## config.mk

```make
export PLATFORM = sky130hd
export DESIGN_NAME = ahc_table
export DESIGN_NICKNAME = d
export VERILOG_FILES = /design/src/ahc_pkg.sv /design/src/ahc_table.sv
export SDC_FILE = /design/constraint.sdc
export NUM_CORES = 2
export LEC_CHECK = 0
export BUFFER_PORTS_ARGS = -buffer_cell sky130_fd_sc_hd__buf_4
export CAP_MARGIN = 20
export CORE_AREA = 4 4 565 567
export CTS_CLUSTER_SIZE = 20
export DETAILED_ROUTE_END_ITERATION = 10
export DIE_AREA = 0 0 569 571
export PLACE_DENSITY = 0.75
export SYNTH_ARGS = -nofsm -noshare
export SYNTH_HDL_FRONTEND = slang
export SYNTH_MEMORY_MAX_BITS = 65536
export SYNTH_SLANG_ARGS = --single-unit
```

## constraint.sdc

```tcl
create_clock -name clk -period 23.9 [get_ports clk]
set_input_delay 3.585 -clock clk [delete_from_list [all_inputs] [get_ports clk]]
set_output_delay 3.585 -clock clk [all_outputs]
set_load 0.02 [all_outputs]
```

## src/ahc_pkg.sv

```systemverilog
// Shared types and constants for the anagram histogram check.
// No dependencies; used by ahc_table and anagram_histogram_check.
`timescale 1ns / 1ps
`default_nettype none

package ahc_pkg;

  localparam int MAX_LEN  = 65535;
  localparam int LEN_W    = $clog2(MAX_LEN + 1);
  localparam int DIFF_W   = LEN_W + 1;
  localparam int BYTE_W   = 8;
  localparam int NZ_W     = BYTE_W + 1;
  localparam int IN_W     = 24;
  localparam int OUT_W    = 8;

  // One table update, sent from the issue logic to the table
  typedef struct packed {
    logic              vld;
    logic              en;
    logic [BYTE_W-1:0] addr;
    logic              dec;
    logic              final_op;
    logic              len_eq;
    logic              ovf;
  } op_t;

  // Result of one pair of words
  typedef struct packed {
    logic vld;
    logic is_anagram;
    logic overflow;
  } res_t;

endpackage

`default_nettype wire

```

## src/ahc_table.sv

```systemverilog
// Difference table: 256-entry memory with read-modify-write, forwarding,
// per-entry valid bits and a running count of nonzero entries.
// Depends on ahc_pkg.
`timescale 1ns / 1ps
`default_nettype none

module ahc_table (
  input  wire logic       clk,
  input  wire logic       rst_n,
  input  ahc_pkg::op_t    op_in,
  output ahc_pkg::res_t   res_out
);

  localparam int DEPTH = 1 << ahc_pkg::BYTE_W;

  logic signed [ahc_pkg::DIFF_W-1:0] mem [DEPTH];
  logic signed [ahc_pkg::DIFF_W-1:0] rd_data_r;
  logic [DEPTH-1:0]                  valid_r, valid_nxt;
  ahc_pkg::op_t                      s2_r, s2_nxt;
  logic                              fwd_vld_r, fwd_vld_nxt;
  logic [ahc_pkg::BYTE_W-1:0]        fwd_addr_r;
  logic signed [ahc_pkg::DIFF_W-1:0] fwd_val_r;
  logic [ahc_pkg::NZ_W-1:0]          nz_r, nz_nxt, nz_after;
  logic signed [ahc_pkg::DIFF_W-1:0] old_val, new_val;
  logic                              do_wr;

  // Read port: address comes straight from the issue stage
  always_ff @(posedge clk) begin
    rd_data_r <= mem[op_in.addr];
  end

  // Write port
  always_ff @(posedge clk) begin
    if (do_wr) begin
      mem[s2_r.addr] <= new_val;
    end
  end

  // Modify stage
  always_comb begin
    s2_nxt = op_in;
    if (s2_r.vld && fwd_vld_r && (fwd_addr_r == s2_r.addr)) begin
      old_val = fwd_val_r;
    end else if (valid_r[s2_r.addr]) begin
      old_val = rd_data_r;
    end else begin
      old_val = '0;
    end
    new_val = s2_r.dec ? (old_val - ahc_pkg::DIFF_W'(1)) : (old_val + ahc_pkg::DIFF_W'(1));
    do_wr   = s2_r.vld && s2_r.en;

    // Track how many entries are nonzero
    nz_after = nz_r;
    if (do_wr) begin
      if ((old_val == '0) && (new_val != '0)) begin
        nz_after = nz_r + ahc_pkg::NZ_W'(1);
      end else if ((old_val != '0) && (new_val == '0)) begin
        nz_after = nz_r - ahc_pkg::NZ_W'(1);
      end
    end

    // Clear the whole table after the final update of a pair
    valid_nxt   = valid_r;
    nz_nxt      = nz_after;
    fwd_vld_nxt = do_wr;
    if (s2_r.vld && s2_r.final_op) begin
      valid_nxt   = '0;
      nz_nxt      = '0;
      fwd_vld_nxt = 1'b0;
    end else if (do_wr) begin
      valid_nxt[s2_r.addr] = 1'b1;
    end

    res_out.vld        = s2_r.vld && s2_r.final_op;
    res_out.is_anagram = (nz_after == '0) && s2_r.len_eq && !s2_r.ovf;
    res_out.overflow   = s2_r.ovf;
  end

  // Control state
  always_ff @(posedge clk) begin
    if (!rst_n) begin
      s2_r      <= '0;
      valid_r   <= '0;
      nz_r      <= '0;
      fwd_vld_r <= 1'b0;
    end else begin
      s2_r      <= s2_nxt;
      valid_r   <= valid_nxt;
      nz_r      <= nz_nxt;
      fwd_vld_r <= fwd_vld_nxt;
    end
  end

  // Forwarding payload
  always_ff @(posedge clk) begin
    fwd_addr_r <= s2_r.addr;
    fwd_val_r  <= new_val;
  end

endmodule

`default_nettype wire

```

==> flow_summary.yaml <==
routing:
  drtPass1Iterations: 8
  drt_iter0_drc: 14630
  wire_per_inst_um: 37.44
  postRouteAntennaNets: 0
  drt-total-wl_um: 477600
  num_vias: 87390
  routed_via_density: 6.851
  route.detailed.drc: 0
placement:
  hpwl_um: 254200
  port_buffers: 18
  gp_congestion: 0.9055
critical_path:
  cpLargestDelayFamily: "simple AND/OR/NAND/NOR gates"
  worstPathRequired_ns: 20.32
  critPathBufInv: 2
  end_kind: "output pin"
  critPathMaxStageDelay_ns: 1.02
  cp-startpoint: "s2_r[4]"
  crit_type: "reg -> out"
  worstPathArrival_ns: 9.67
  crit_fanout: 42
  crit_path_start_kind: "flop"
  r2r_start: "s2_r[4]"
  cpMaxStageDelayCell: "nor2b_2"
power_and_ir_drop:
  switching_power_mw: 4.185
  power_frac_seq_pct: 52.6
  swShare_pct: 23.10
  fin_total_pwr_mw: 18.12
  power_density_nw_per_um2: 90.40
  comb_power_share_pct: 7.7
  ir_worst_vdd_mv: 0.07999
  clock_power_share_pct: 39.6
  p_int_mw: 13.93
  p_leak_nw: 62.57
clocking:
  hold_buffers: 0
  clock_path_buffers: 4
  cts_tree: "done"
  cts-buffers-inserted: 449
  postCtsSetupBuffers: 0
  insertion_delay_ns: 1.00
  cts.htree.levels: 5
  numClockSinks: 4674
  post_cts_resize_count: 0
  root_buffer: "clkbuf_16"
  path_clk_slew_ns: 0.06
status:
  status: "finished clean"
sta:
  worst_pin_slew_ns: 1.420
  relSlewSlack_pct: 5.308
  min_period_ns: 13.25
  setup_viol: 0
  grt_setup_unrepaired: "false"
  finalSetupTns_ns: 0
  finalMaxSlewViolations: 0
  fmax_mhz: 75.47
  hold_viol: 0
  worst_hold_slack_ns: 0.4699
  finClkSkew_ns: 0.07735
  timing.final.crit_share_pct: 55.44
finish:
  drive_gt1_share_pct: 29.98
  finalNetCount: 8225
  area_delta_synth_final_pct: 12.34
floorplanning:
  core.rowCount: 206
  die_area_sq_um: 324900
  pin_count: 19
  core_region_area_sq_um: 314200
  fp.dieW_um: 569
  start_util_pct: 56.78
  die_h_um: 571
global_route:
  grt_max_degree: 259
  antenna_found_initial: 38
  grt_usage_pct: 29.66
  grt_overflow: 0
  grt_pass1_vias: 88710
  grt_pass1_wl_um: 679400
synthesis:
  yosysWarnings: 0
  synth_compound_area_share_pct: 0.5505
  ys_types: 69
  synth_area_sq_um: 178400
  synth_simple_gate_area_share_pct: 2.244
  ys_ff_latch: 4674
  synth-xor-area-share_pct: 0.1704
  synth_top_family_by_area: "multiplexers"
  yosys.area_share.adder_pct: 0.1375
  avgSynthCellArea_sq_um: 22.77
  synthesis.nets: 7872
  synth-async-reset-ratio_pct: 0
  synth.mux.area_fraction_pct: 19.07
  synthesis.instances: 7837
  yosysSeqAreaShare_pct: 76.86
  synth_flop_cell: "edfxtp_1"
  synth-edff-count: 4352
run:
  cap_violations: 0
worst_hold_path:
  hold_path_class: "reg -> reg"
  hold_start: "valid_r[221]"
path summary, 6_finish.rpt:
path | to | slack, ns | depth (start not counted)
max reg2reg | mem[78][16] | 15.36 | 22
min | valid_r[221] | 0.47 | 2
max | res_out[1] | 10.65 | 27
min reg2reg | valid_r[221] | 0.47 | 2
metrics by stage:
step                      std cells  utilization [%]  setup WS [ns]  cell area, sq um
final                         12760            63.79          10.65            200400
after global routing          12740            63.78          9.988            200400
after CTS                     12730            63.72          10.30            200200
after global placement        11890            58.99          11.43            185300
after floorplan                7837                -          1.215            178400
after detailed placement      11890            59.00          11.37            185400
cells in the mapped netlist (all sizes together), types with 5 or more instances:
cell type / number / area share (%)
edfxtp: 4352 / 73
mux4: 1477 / 19
nor2: 802 / 1.7
dfxtp: 322 / 3.6
clkbuf: 293 / 0.62
buf: 132 / 0.32
mux2i: 74 / 0.42
nand2: 67 / 0.14
a22oi: 33 / 0.14
nand3: 25 / 0.076
xnor2: 23 / 0.12
a21oi: 19 / 0.053
and2: 19 / 0.067
ha: 18 / 0.13
a22o: 15 / 0.074
inv: 15 / 0.032
o21ai: 14 / 0.039
o22ai: 12 / 0.042
nor4: 11 / 0.050
nor2b: 10 / 0.035
xor2: 10 / 0.049
nand2b: 8 / 0.028
nand4: 8 / 0.028
nor3: 8 / 0.022
a21o: 7 / 0.029
o311ai: 5 / 0.025
per-layer routing:
metal,track usage (%),share of wire (%),vias to the layer above,wire (um)
li1,-,-,33650,-
met1,40.26,35,46040,165400
met2,46.96,48,6574,231300
met3,7.470,12,1100,58620
met4,11.79,4.6,20,22150
met5,0,0.027,-,130
power groups by stage:
stage,clock (mW),combinational [mW],sequential (mW)
after floorplan,0,0.758,9.94
after global placement,0,1.30,9.71
after detailed placement,0,1.37,9.71
after CTS,7.23,1.38,9.54
after global routing,7.61,1.48,9.53
final,7.18,1.40,9.54
sequential cells by signal, summed over array words and instances (netlist names):
signal	cells
valid_r	256
res_out	1
s2_r	13
rd_data_r	17
fwd_vld_r	1
mem	4352
fwd_addr_r	8
fwd_val_r	17
nz_r	9
logic make-up after synthesis:
logic type	Yosys count
compound gates	136
xor+xnor	33
fa+ha+maj	19
buf+inv	440
flops	4674
mux	1551
simple gates	984
cell type report:
type	count	area [sq um]
clock inverters	289	3069
diodes	16	40.04
repair buffers	327	2754
fillers	19520	113800
clock buffers	551	11790
inverters	15	71.32
well taps	4160	5205
flip-flops and latches	4674	137100
multi-input cells	2723	40360
worst min-delay path: cells and delay by family, from the launching register on:
family	cells	cell delay (ns)
flip-flops	1	0.32
AND/OR/NAND/NOR	2	0.11
cell usage in the layout, fill, tap and decap left out, types with 8 or more instances in the layout:
cell	instances
mux2i_1	74
nand4_1	8
clkinvlp_2	8
clkbuf_16	454
diode_2	16
nor3_1	8
dfxtp_1	320
nor2b_1	9
a22o_1	15
o21ai_0	14
clkinv_16	12
nor2_4	76
nor2_2	8
bufinv_16	50
and2_1	19
buf_12	10
nand2b_1	8
nand2_1	66
nand3_1	19
clkbuf_1	91
clkinv_1	95
nor2_1	718
buf_4	305
ha_1	18
mux4_2	1472
inv_1	13
xnor2_1	14
xnor2_2	8
o22ai_1	12
a22oi_1	33
edfxtp_1	4352
clkinv_2	92
clkinvlp_4	15
a21oi_1	19
nor4_1	8
Power figures use the tool's default switching activity.
